**src/rtl/i2cms_pkg.sv**
```systemverilog
// Package with shared types, status codes and widths of the I2C transfer sequencer.
`timescale 1ns / 1ps
package i2cms_pkg;
	localparam int MaxMessagesDef = 16;
	localparam int LengthBitsDef  = 16;
	localparam int BytesBits      = 20;

	localparam logic [1:0] FuncLoad  = 2'd0;
	localparam logic [1:0] FuncStart = 2'd1;
	localparam logic [1:0] FuncEvent = 2'd2;

	localparam logic [1:0] ResBusy    = 2'd0;
	localparam logic [1:0] ResOk      = 2'd1;
	localparam logic [1:0] ResIoErr   = 2'd2;
	localparam logic [1:0] ResInvalid = 2'd3;

	localparam logic [7:0] StBusErr    = 8'h00;
	localparam logic [7:0] StStart     = 8'h08;
	localparam logic [7:0] StRepStart  = 8'h10;
	localparam logic [7:0] StAwAck     = 8'h18;
	localparam logic [7:0] StAwNack    = 8'h20;
	localparam logic [7:0] StDwAck     = 8'h28;
	localparam logic [7:0] StDwNack    = 8'h30;
	localparam logic [7:0] StArAck     = 8'h40;
	localparam logic [7:0] StArNack    = 8'h48;
	localparam logic [7:0] StDrAck     = 8'h50;
	localparam logic [7:0] StDrNack    = 8'h58;
	localparam logic [7:0] StIdle      = 8'hF8;

	// Commands from the controller to the datapath.
	typedef struct packed {
		logic wr_desc;     // write the descriptor table
		logic rd_desc;     // read table at scan index
		logic grp_init;    // latch head from read data, begin sum
		logic grp_add;     // add read data to sum, bump end index
		logic set_total;   // latch message total
		logic dec_bytes;   // count one byte
		logic set_scan;    // scan index := group end index
		logic clr_scan;    // scan index := 0
		logic inc_scan;    // scan index + 1
	} dp_cmd_t;

	// Status from the datapath to the controller.
	typedef struct packed {
		logic       rd_ns;
		logic       rd_rd;
		logic       head_rd;
		logic       scan_in;      // scan index < total and < max
		logic       bytes_zero;
		logic       bytes_gt1;
		logic       bytes_one;
		logic [7:0] addr_byte;
	} dp_stat_t;
endpackage

```
**src/rtl/i2cms_datapath.sv**
```systemverilog
// Datapath of the I2C transfer sequencer: descriptor memory, group registers, byte count.
`timescale 1ns / 1ps
module i2cms_datapath import i2cms_pkg::*; #(
	parameter int MAX_MESSAGES = MaxMessagesDef,
	parameter int LENGTH_BITS  = LengthBitsDef
) (
	input  logic                 clk,
	input  logic                 arst_n,
	input  dp_cmd_t              cmd,
	input  logic [3:0]           desc_index,
	input  logic [6:0]           dev_addr,
	input  logic                 read_flag,
	input  logic                 nostart_flag,
	input  logic [15:0]          length,
	input  logic [4:0]           num_msgs,
	output dp_stat_t             stat
);
	localparam int IdxW = (MAX_MESSAGES > 1) ? $clog2(MAX_MESSAGES) : 1;
	localparam int CntW = $clog2(MAX_MESSAGES + 1) + 1;
	localparam int EntW = 9 + LENGTH_BITS;
	localparam logic [BytesBits-1:0] BytesMax = '1;

	logic [EntW-1:0] mem [MAX_MESSAGES];
	logic [EntW-1:0] rdata_q;
	logic [CntW-1:0] scan_q, end_q, total_q;
	logic [7:0]      head_addr_q;
	logic            head_rd_q;
	logic [BytesBits-1:0] bytes_q;
	logic [BytesBits:0]   sum;
	logic [LENGTH_BITS-1:0] rlen;

	assign rlen = rdata_q[LENGTH_BITS-1:0];
	assign sum  = {1'b0, bytes_q} + {{(BytesBits + 1 - LENGTH_BITS){1'b0}}, rlen};

	always_ff @(posedge clk) begin
		if (cmd.wr_desc && (32'(desc_index) < 32'(MAX_MESSAGES)))
			mem[IdxW'(desc_index)] <= {dev_addr, read_flag, nostart_flag,
				length[LENGTH_BITS-1:0]};
		if (cmd.rd_desc)
			rdata_q <= mem[scan_q[IdxW-1:0]];
	end

	always_ff @(posedge clk or negedge arst_n) begin
		if (!arst_n) begin
			scan_q <= '0; end_q <= '0; total_q <= '0;
			bytes_q <= '0; head_addr_q <= '0; head_rd_q <= 1'b0;
		end else begin
			if (cmd.set_total) total_q <= CntW'(num_msgs);
			if (cmd.clr_scan) scan_q <= '0;
			else if (cmd.set_scan) scan_q <= end_q;
			else if (cmd.inc_scan) scan_q <= scan_q + 1'b1;
			if (cmd.grp_init) begin
				head_addr_q <= {rdata_q[EntW-1 -: 7], rdata_q[EntW-8]};
				head_rd_q   <= rdata_q[EntW-8];
				bytes_q     <= BytesBits'(rlen);
				end_q       <= scan_q + 1'b1;
			end else if (cmd.grp_add) begin
				bytes_q <= sum[BytesBits] ? BytesMax : sum[BytesBits-1:0];
				end_q   <= scan_q + 1'b1;
			end else if (cmd.dec_bytes) begin
				bytes_q <= bytes_q - 1'b1;
			end
		end
	end

	always_comb begin
		stat.rd_ns      = rdata_q[LENGTH_BITS];
		stat.rd_rd      = rdata_q[LENGTH_BITS+1];
		stat.head_rd    = head_rd_q;
		stat.scan_in    = (scan_q < total_q) && (scan_q < CntW'(MAX_MESSAGES));
		stat.bytes_zero = (bytes_q == '0);
		stat.bytes_one  = (bytes_q == BytesBits'(1));
		stat.bytes_gt1  = (bytes_q > BytesBits'(1));
		stat.addr_byte  = head_addr_q;
	end
endmodule

```
**src/rtl/i2cms_ctrl.sv**
```systemverilog
// Controller state machine of the I2C transfer sequencer.
`timescale 1ns / 1ps
module i2cms_ctrl import i2cms_pkg::*; #(
	parameter int MAX_MESSAGES = MaxMessagesDef
) (
	input  logic       clk,
	input  logic       arst_n,
	input  logic       start,
	output logic       busy,
	input  logic [1:0] func,
	input  logic [4:0] num_msgs,
	input  logic [7:0] stat_code,
	input  logic [7:0] rx_byte,
	input  logic [7:0] tx_byte,
	input  dp_stat_t   stat,
	output dp_cmd_t    cmd,
	output logic       done,
	output logic       bus_start,
	output logic       bus_stop,
	output logic       ack_set,
	output logic       ack_clear,
	output logic       start_clear,
	output logic       irq_clear,
	output logic       data_write,
	output logic [7:0] data_out,
	output logic       tx_taken,
	output logic       rx_valid,
	output logic [7:0] rx_data,
	output logic [1:0] result_code
);
	typedef enum logic [2:0] {
		S_IDLE, S_RD0, S_HEAD, S_SCAN_RD, S_SCAN, S_ADV_RD, S_ADV, S_FIN
	} state_t;

	state_t state_q;
	logic   active_q;
	logic   adv_q;      // grouping started by an advance, not a start item

	assign busy = (state_q != S_IDLE);

	always_comb begin
		cmd = '0;
		if (state_q == S_IDLE && start) begin
			cmd.wr_desc   = (func == FuncLoad);
			cmd.set_total = (func == FuncStart) && (num_msgs != 5'd0) &&
				(32'(num_msgs) <= 32'(MAX_MESSAGES));
			cmd.clr_scan  = (func == FuncStart);
		end
		case (state_q)
			S_RD0:     cmd.rd_desc = 1'b1;
			S_ADV_RD:  cmd.rd_desc = 1'b1;
			S_HEAD:    begin cmd.grp_init = 1'b1; cmd.inc_scan = 1'b1; end
			S_SCAN_RD: cmd.rd_desc = stat.scan_in;
			S_SCAN:    if (stat.rd_ns && stat.rd_rd == stat.head_rd) begin
				cmd.grp_add = 1'b1; cmd.inc_scan = 1'b1;
			end
			default:   ;
		endcase
		if (state_q == S_IDLE && start && func == FuncEvent && active_q) begin
			case (stat_code)
				StAwAck, StDwAck: cmd.dec_bytes = !stat.bytes_zero;
				StDrAck, StDrNack: cmd.dec_bytes = !stat.bytes_zero;
				default: ;
			endcase
			cmd.set_scan = 1'b1;
		end
	end

	always_ff @(posedge clk or negedge arst_n) begin
		if (!arst_n) begin
			state_q <= S_IDLE; active_q <= 1'b0; adv_q <= 1'b0;
			done <= 1'b0; bus_start <= 1'b0; bus_stop <= 1'b0; ack_set <= 1'b0;
			ack_clear <= 1'b0; start_clear <= 1'b0; irq_clear <= 1'b0;
			data_write <= 1'b0; data_out <= '0; tx_taken <= 1'b0;
			rx_valid <= 1'b0; rx_data <= '0; result_code <= ResBusy;
		end else begin
			done <= 1'b0;
			case (state_q)
				S_IDLE: if (start) begin
					bus_start <= 1'b0; bus_stop <= 1'b0; ack_set <= 1'b0;
					ack_clear <= 1'b0; start_clear <= 1'b0; irq_clear <= 1'b0;
					data_write <= 1'b0; data_out <= '0; tx_taken <= 1'b0;
					rx_valid <= 1'b0; rx_data <= '0; result_code <= ResBusy;
					case (func)
						FuncStart: begin
							active_q <= 1'b0;
							if (num_msgs == 5'd0) begin
								result_code <= ResOk; done <= 1'b1;
							end else if (32'(num_msgs) > 32'(MAX_MESSAGES)) begin
								result_code <= ResInvalid; done <= 1'b1;
							end else begin
								adv_q <= 1'b0; state_q <= S_RD0;
							end
						end
						FuncEvent: if (!active_q) begin
							done <= 1'b1;
						end else begin
							done <= 1'b1;
							case (stat_code)
								StBusErr, StAwNack, StArNack: begin
									bus_stop <= 1'b1; ack_set <= 1'b1; irq_clear <= 1'b1;
									result_code <= ResIoErr; active_q <= 1'b0;
								end
								StStart, StRepStart: begin
									data_write <= 1'b1; data_out <= stat.addr_byte;
									ack_set <= 1'b1; start_clear <= 1'b1; irq_clear <= 1'b1;
								end
								StAwAck, StDwAck: if (!stat.bytes_zero) begin
									data_write <= 1'b1; data_out <= tx_byte; tx_taken <= 1'b1;
									ack_set <= 1'b1; irq_clear <= 1'b1;
								end else begin
									done <= 1'b0; state_q <= S_ADV_RD;
								end
								StDwNack: if (stat.bytes_zero) begin
									done <= 1'b0; state_q <= S_ADV_RD;
								end else begin
									bus_stop <= 1'b1; irq_clear <= 1'b1;
									result_code <= ResIoErr; active_q <= 1'b0;
								end
								StArAck: begin
									irq_clear <= 1'b1;
									if (stat.bytes_gt1) ack_set <= 1'b1;
									else ack_clear <= 1'b1;
								end
								StDrAck, StDrNack: begin
									if (!stat.bytes_zero) begin
										rx_valid <= 1'b1; rx_data <= rx_byte;
									end
									// Count before the decrement of this event.
									if (stat.bytes_gt1 && !(stat.bytes_zero) &&
										!(stat.bytes_one)) begin
										if ((stat.bytes_gt1) && !(stat.bytes_one)) begin
											irq_clear <= 1'b1;
											state_q <= S_FIN; done <= 1'b0;
										end
									end else if (stat.bytes_one) begin
										done <= 1'b0; state_q <= S_ADV_RD;
									end else begin
										done <= 1'b0; state_q <= S_ADV_RD;
									end
								end
								StIdle: ;
								default: begin
									result_code <= ResIoErr; active_q <= 1'b0;
								end
							endcase
						end
						default: done <= 1'b1;
					endcase
				end
				S_FIN: begin
					// Read data phase with more than one byte before the count:
					// the decremented count decides ack or nack.
					if (stat.bytes_gt1) ack_set <= 1'b1;
					else ack_clear <= 1'b1;
					done <= 1'b1; state_q <= S_IDLE;
				end
				S_RD0: state_q <= S_HEAD;
				S_HEAD: begin
					if (!adv_q) begin
						if (stat.rd_ns) begin
							result_code <= ResInvalid; done <= 1'b1; state_q <= S_IDLE;
						end else state_q <= S_SCAN_RD;
					end else state_q <= S_SCAN_RD;
				end
				S_SCAN_RD: state_q <= stat.scan_in ? S_SCAN : S_FIN;
				S_SCAN: state_q <= (stat.rd_ns && stat.rd_rd == stat.head_rd) ?
					S_SCAN_RD : S_FIN;
				S_ADV_RD: begin
					irq_clear <= 1'b1;
					if (stat.scan_in) state_q <= S_ADV;
					else begin
						bus_stop <= 1'b1; result_code <= ResOk; active_q <= 1'b0;
						done <= 1'b1; state_q <= S_IDLE;
					end
				end
				S_ADV: begin
					if (stat.rd_ns) begin
						bus_stop <= 1'b1; result_code <= ResInvalid; active_q <= 1'b0;
					end else bus_start <= 1'b1;
					adv_q <= 1'b1; state_q <= S_HEAD;
				end
				default: state_q <= S_IDLE;
			endcase
			// Group scan ends here and returns to S_IDLE; finish the start item or the advance.
			if ((state_q == S_SCAN_RD && !stat.scan_in) ||
				(state_q == S_SCAN && !(stat.rd_ns && stat.rd_rd == stat.head_rd))) begin
				state_q <= S_IDLE; done <= 1'b1;
				if (!adv_q) begin
					bus_start <= 1'b1; active_q <= 1'b1;
				end
			end
		end
	end

	assert property (@(posedge clk) disable iff (!arst_n)
		done |-> !(bus_start && bus_stop && result_code == ResBusy))
		else $error("start and stop requested together on a running transfer");
	assert property (@(posedge clk) disable iff (!arst_n)
		(done && result_code != ResBusy) |-> !active_q)
		else $error("final code given while transfer still active");
	assert property (@(posedge clk) disable iff (!arst_n)
		(done && tx_taken) |-> data_write)
		else $error("host byte taken without a data write");
	assert property (@(posedge clk) disable iff (!arst_n)
		(state_q == S_IDLE && start) |=> (done || busy))
		else $error("accepted word neither answered nor in progress");
endmodule

```
**src/rtl/i2c_master_transfer_sequencer.sv**
```systemverilog
// Top level of the I2C master transfer sequencer: controller plus datapath.
`timescale 1ns / 1ps
// Load, idle, unknown and most event words answer directly from S_IDLE; a data-received
// event with more than one byte left answers through S_FIN. A start word reads the new
// group (S_RD0, S_HEAD, then S_SCAN_RD and S_SCAN per message) and stops in S_HEAD if
// the first message lacks a start; an event that ends a group answers from S_ADV_RD when none
// is left, else it also scans the next group. One word at a time (busy high meanwhile); the receiver
// cannot stall. Reset (arst_n low) ends any transfer; the descriptor table stays undefined.
module i2c_master_transfer_sequencer import i2cms_pkg::*; #(
	parameter int MAX_MESSAGES = MaxMessagesDef,
	parameter int LENGTH_BITS  = LengthBitsDef
) (
	input  logic        clk,
	input  logic        arst_n,
	input  logic        start,
	output logic        busy,
	output logic        done,
	input  logic [1:0]  func,
	input  logic [3:0]  desc_index,
	input  logic [6:0]  dev_addr,
	input  logic        read_flag,
	input  logic        nostart_flag,
	input  logic [15:0] length,
	input  logic [4:0]  num_msgs,
	input  logic [7:0]  stat_code,
	input  logic [7:0]  rx_byte,
	input  logic [7:0]  tx_byte,
	output logic        bus_start,
	output logic        bus_stop,
	output logic        ack_set,
	output logic        ack_clear,
	output logic        start_clear,
	output logic        irq_clear,
	output logic        data_write,
	output logic [7:0]  data_out,
	output logic        tx_taken,
	output logic        rx_valid,
	output logic [7:0]  rx_data,
	output logic [1:0]  result_code
);
	dp_cmd_t  cmd;
	dp_stat_t stat;

	// The datapath keeps the descriptor memory and the current group.
	i2cms_datapath #(.MAX_MESSAGES(MAX_MESSAGES), .LENGTH_BITS(LENGTH_BITS)) u_dp (
		.clk, .arst_n, .cmd, .desc_index, .dev_addr, .read_flag, .nostart_flag,
		.length, .num_msgs, .stat
	);

	// The controller decodes each word and sequences group scans.
	i2cms_ctrl #(.MAX_MESSAGES(MAX_MESSAGES)) u_ctrl (
		.clk, .arst_n, .start, .busy, .func, .num_msgs, .stat_code, .rx_byte,
		.tx_byte, .stat, .cmd, .done, .bus_start, .bus_stop, .ack_set,
		.ack_clear, .start_clear, .irq_clear, .data_write, .data_out, .tx_taken,
		.rx_valid, .rx_data, .result_code
	);
endmodule
```
**config.mk**
```make
export PLATFORM = sky130hd
export DESIGN_NAME = i2c_master_transfer_sequencer
export DESIGN_NICKNAME = d
export VERILOG_FILES = /design/src/rtl/i2cms_pkg.sv /design/src/rtl/i2cms_datapath.sv /design/src/rtl/i2cms_ctrl.sv /design/src/rtl/i2c_master_transfer_sequencer.sv
export SDC_FILE = /design/constraint.sdc
export NUM_CORES = 1
export LEC_CHECK = 0
export ABC_CLOCK_PERIOD_IN_PS = 3900
export BUFFER_PORTS_ARGS = -buffer_cell sky130_fd_sc_hd__buf_2
export CORE_MARGIN = 2
export CORE_UTILIZATION = 55
export DETAILED_ROUTE_END_ITERATION = 10
export GPL_TIMING_DRIVEN = 1
export PLACE_DENSITY = 0.75
export SYNTH_ARGS = -nofsm -noshare
export SYNTH_HDL_FRONTEND = slang
export SYNTH_SLANG_ARGS = --single-unit
```
**constraint.sdc**
```tcl
create_clock -name clk -period 3.9 [get_ports clk]
set_input_delay 0 -clock clk [delete_from_list [all_inputs] [get_ports clk]]
set_output_delay 0 -clock clk [all_outputs]
set_load 0.005 [all_outputs]
```
==> results_dict.tcl <==
set metrics [dict create \
    slowest_stage "a221oi_1" \
    synthTopCellsByArea "edfxtp_1 60%, mux4_2 13%, dfrtp_1 9.2%" \
    synth-main-ff-cell "edfxtp_1" \
    tritoncts "built" \
    synthCells 1249 \
    nFillCells 2564 \
    clock.fmax_ghz 0.292 \
    r2r-start "u_dp.bytes_q[0]" \
    syn_to_final_growth_pct 16.2 \
    place_congestion 0.875 \
    grt_pass1_vias 12499 \
    synth_warnings 0 \
    p_int_w 0.0114 \
    final-seq-area_mm2 0.0147 \
    wl_um 47400 \
    p_comb_frac 0.303 \
    clk_pin_slew_ns 0.06 \
    multi_input_area_mm2 0.00633 \
    cts_resized 0 \
    min-delay-start "stat_code[6]" \
    cts_sinks 503 \
    htreeDepth 2 \
    worst_ep_required_time_ns 4.36 \
    top_level_ports 92 \
    die_w_um 200 \
    avgViaCountPerCell 6.21 \
    critical_path.startpoint "u_dp.bytes_q[0]" \
    drive_above_1_share 0.246 \
    rsz0062_at_grt "no" \
    synth_nets 1342 \
    final.period_utilization 0.877 \
    antenna_cells 0 \
    grt_usage 0.240 \
    cp-end-kind "register" \
    critical-path-top-delay-family "compound AO/OA/AOI/OAI gates" \
    ys_types 60 \
    utilization 0.651 \
    worstPathCellList "ha_1, fa_1, a21o_1, a221oi_1, o21a_1, o21a_1, o21ai_1, buf_4, o21ai_0, nand3_1" \
    status "finished, final reports clean" \
    ys_seq_elements 503 \
    swShare 0.310 \
    synth_top_area_cell "edfxtp_1" \
    p_switching_w 0.00511 \
    fin_worst_skew_ns 0.0150 \
    drc 0 \
    drtAntennaViolNets 0 \
    core_mm2 0.0378 \
    dp_hpwl_um 26700 \
    vias 12247 \
    grt_max_degree 79 \
    critPathBufInv 1 \
    p_seq_frac 0.420 \
    worstSetupPathType "reg -> reg" \
    synth-edff-count 425 \
    drtPass1Iterations 5 \
    grt_pass1_wl_um 73300 \
    hp-class "in -> reg" \
    slew_viol_final 0 \
    powerDensity_mw_per_mm2 669 \
    yosysSeqAreaShare 0.694 \
    period_needed_ns 3.42 \
    antenna_found_initial 3 \
    postSynthAreaPerCell_um2 17.0 \
    fin_tns_setup_ns 0 \
    worst_pin_slew_ns 1.08 \
    gr-total-overflow 0 \
    crit_path_start_kind "register" \
    synth_area_mm2 0.0212 \
    crit_path_max_fanout 12 \
    numCtsBuffers 49 \
    max_stage_delay_ns 0.52 \
    die_area_mm2 0.0402 \
    clockBufferDepth 3 \
    finalHoldViolCount 0 \
    p_leak_nw 8.50 \
    fp.dieH_um 200 \
    async_flop_share 0.155 \
    clk_latency_ns 0.59 \
    nets 1518 \
    cp_common_cell "o21a_1" \
    synth_top_area_share 0.602 \
    ir_worst_vdd_uv 398 \
    drv_cap 0 \
    route.detailed.wl_per_inst_um 24.0 \
    cts_root_buffer "clkbuf_16" \
    start_util 0.561 \
    relSlewSlack 0.278 \
    drt-initial-drc-count 1219 \
    hold_ws_ns 0.0544 \
    rows 71 \
    port_buffers 91 \
    finalSetupViolCount 0 \
    clockPowerShare 0.277 \
    arrival_ns 3.88 \
]
power groups by stage:
stage | Sequential (W) | Clock, W | Combinational [W]
5_1_grt | 0.00699 | 0.00484 | 0.00545
3_3_place_gp | 0.00700 | 0 | 0.00486
6_report | 0.00692 | 0.00457 | 0.00499
3_5_place_dp | 0.00702 | 0 | 0.00492
2_1_floorplan | 0.00671 | 0 | 0.00381
4_1_cts | 0.00692 | 0.00465 | 0.00503
registers in the layout, summed over array words and instances (netlist names), 2 cells and up:
| register | count |
|---|---|
| u_ctrl.data_out | 8 |
| u_ctrl.result_code | 2 |
| u_ctrl.rx_data | 8 |
| u_ctrl.state_q | 3 |
| u_dp.bytes_q | 20 |
| u_dp.end_q | 6 |
| u_dp.head_addr_q | 8 |
| u_dp.mem | 400 |
| u_dp.rdata_q | 25 |
| u_dp.scan_q | 6 |
| u_dp.total_q | 5 |
synth_stat cells (all sizes together) (2+ instances only):
cell type  count
a2bb2oi        2
nand3         41
nand2b        15
a221oi         3
ha            29
nor3          17
o21ai         61
and3           6
a211oi         9
nor2b         10
and2           3
or4            6
dfrtp         78
o41ai          2
a21o           9
nor2          58
o31ai          2
nor3b          4
xor2          14
nor4           8
mux4         125
xnor2         24
o22ai         12
nand2         90
edfxtp       425
a2111oi        2
clkbuf        49
buf           12
a22o          14
o21bai         6
a31oi          6
mux2           7
nand4          9
a22oi          8
a21boi         2
o21a           5
a21oi         33
o211ai         3
inv           16
o2111ai        3
or3            8
logic make-up after synthesis:
group                      after synthesis  share of synthesized area
and+or+nand+nor                        279                     0.0639
xor gates and xnor gates                38                     0.0157
adders and majority gates               30                     0.0180
AOI/OAI and AO/OA                      189                     0.0582
buffers and inverters                   77                     0.0137
muxes                                  133                      0.137
DFF                                    503                      0.694
layer usage:
metal  routed length, um  global-route usage
met4                1270              0.0728
met1               19200               0.325
met5                  33                   0
met2               23800               0.401
met3                3140              0.0459
worst register-to-register path: cells and delay by family (launching register included):
kind                     cells  cell delay, ns
flip-flops                   1            0.43
adder cells (fa/ha/maj)      2            0.74
buffers and inverters        1            0.32
AO/OA/AOI/OAI                6            1.70
AND/OR/NAND/NOR              1            0.10
placed cells by master (no fill, tap or decap), types with 6 or more instances in the layout:
master,synthesis,final
clkbuf_1,49,14
mux4_2,125,125
nand3_1,41,41
nor2_4,0,12
nor4_1,6,6
nor3_1,17,13
buf_2,2,90
edfxtp_1,425,425
nand4_1,8,8
dfrtp_1,78,75
dlygate4sd3_1,0,56
nor2b_1,10,10
clkbuf_16,0,50
buf_4,0,37
clkinv_1,0,6
nand2_1,90,90
ha_1,29,29
a22o_1,14,14
inv_1,16,16
xor2_1,14,14
a22oi_1,8,8
and3_1,6,6
o22ai_1,12,12
a21oi_1,33,33
xnor2_1,24,24
or3_1,8,8
nor2_1,58,45
a21o_1,9,9
o21ai_0,61,60
nand2b_1,15,15
o21bai_1,6,6
clkinv_2,0,6
a211oi_1,9,9
mux2_2,7,7
timing repair:
item	4_1_cts	5_1_grt
endpoints found under the hold margin	508	0
buffers inserted	0	0
hold buffers	56	0
final cells by class:
type                       instances  share of cell area
clock buffer                      65              0.0535
clock inverter                    23             0.00939
sequential                       503               0.597
tap                              511              0.0259
multi-input combinational        669               0.257
inverter                          16             0.00244
timing repair buffer             186              0.0547
through the flow:
step | std cells | area [um^2] | worst slack (ns) | power [W]
2_1_floorplan | 1249 | 21200 | 0.0925 | 0.0105
3_3_place_gp | 1829 | 22500 | 0.614 | 0.0119
3_5_place_dp | 1829 | 22500 | 0.538 | 0.0119
4_1_cts | 1973 | 24600 | 0.487 | 0.0166
5_1_grt | 1973 | 24600 | 0.272 | 0.0173
6_report | 1973 | 24600 | 0.480 | 0.0165
worst paths after layout:
kind	cells after the start	endpoint	slack (ns)
worst max register to register	10	u_dp.bytes_q[11]	0.48
min in group asynchronous	2	u_ctrl.ack_set	0.13
worst min register to register	2	u_dp.head_addr_q[5]	0.44
max in group asynchronous	2	u_dp.scan_q[0]	2.94
worst min-delay path	4	u_ctrl.bus_stop	0.05
worst max-delay path	10	u_dp.bytes_q[11]	0.48
Note: power is estimated with default switching activity, not from simulation.
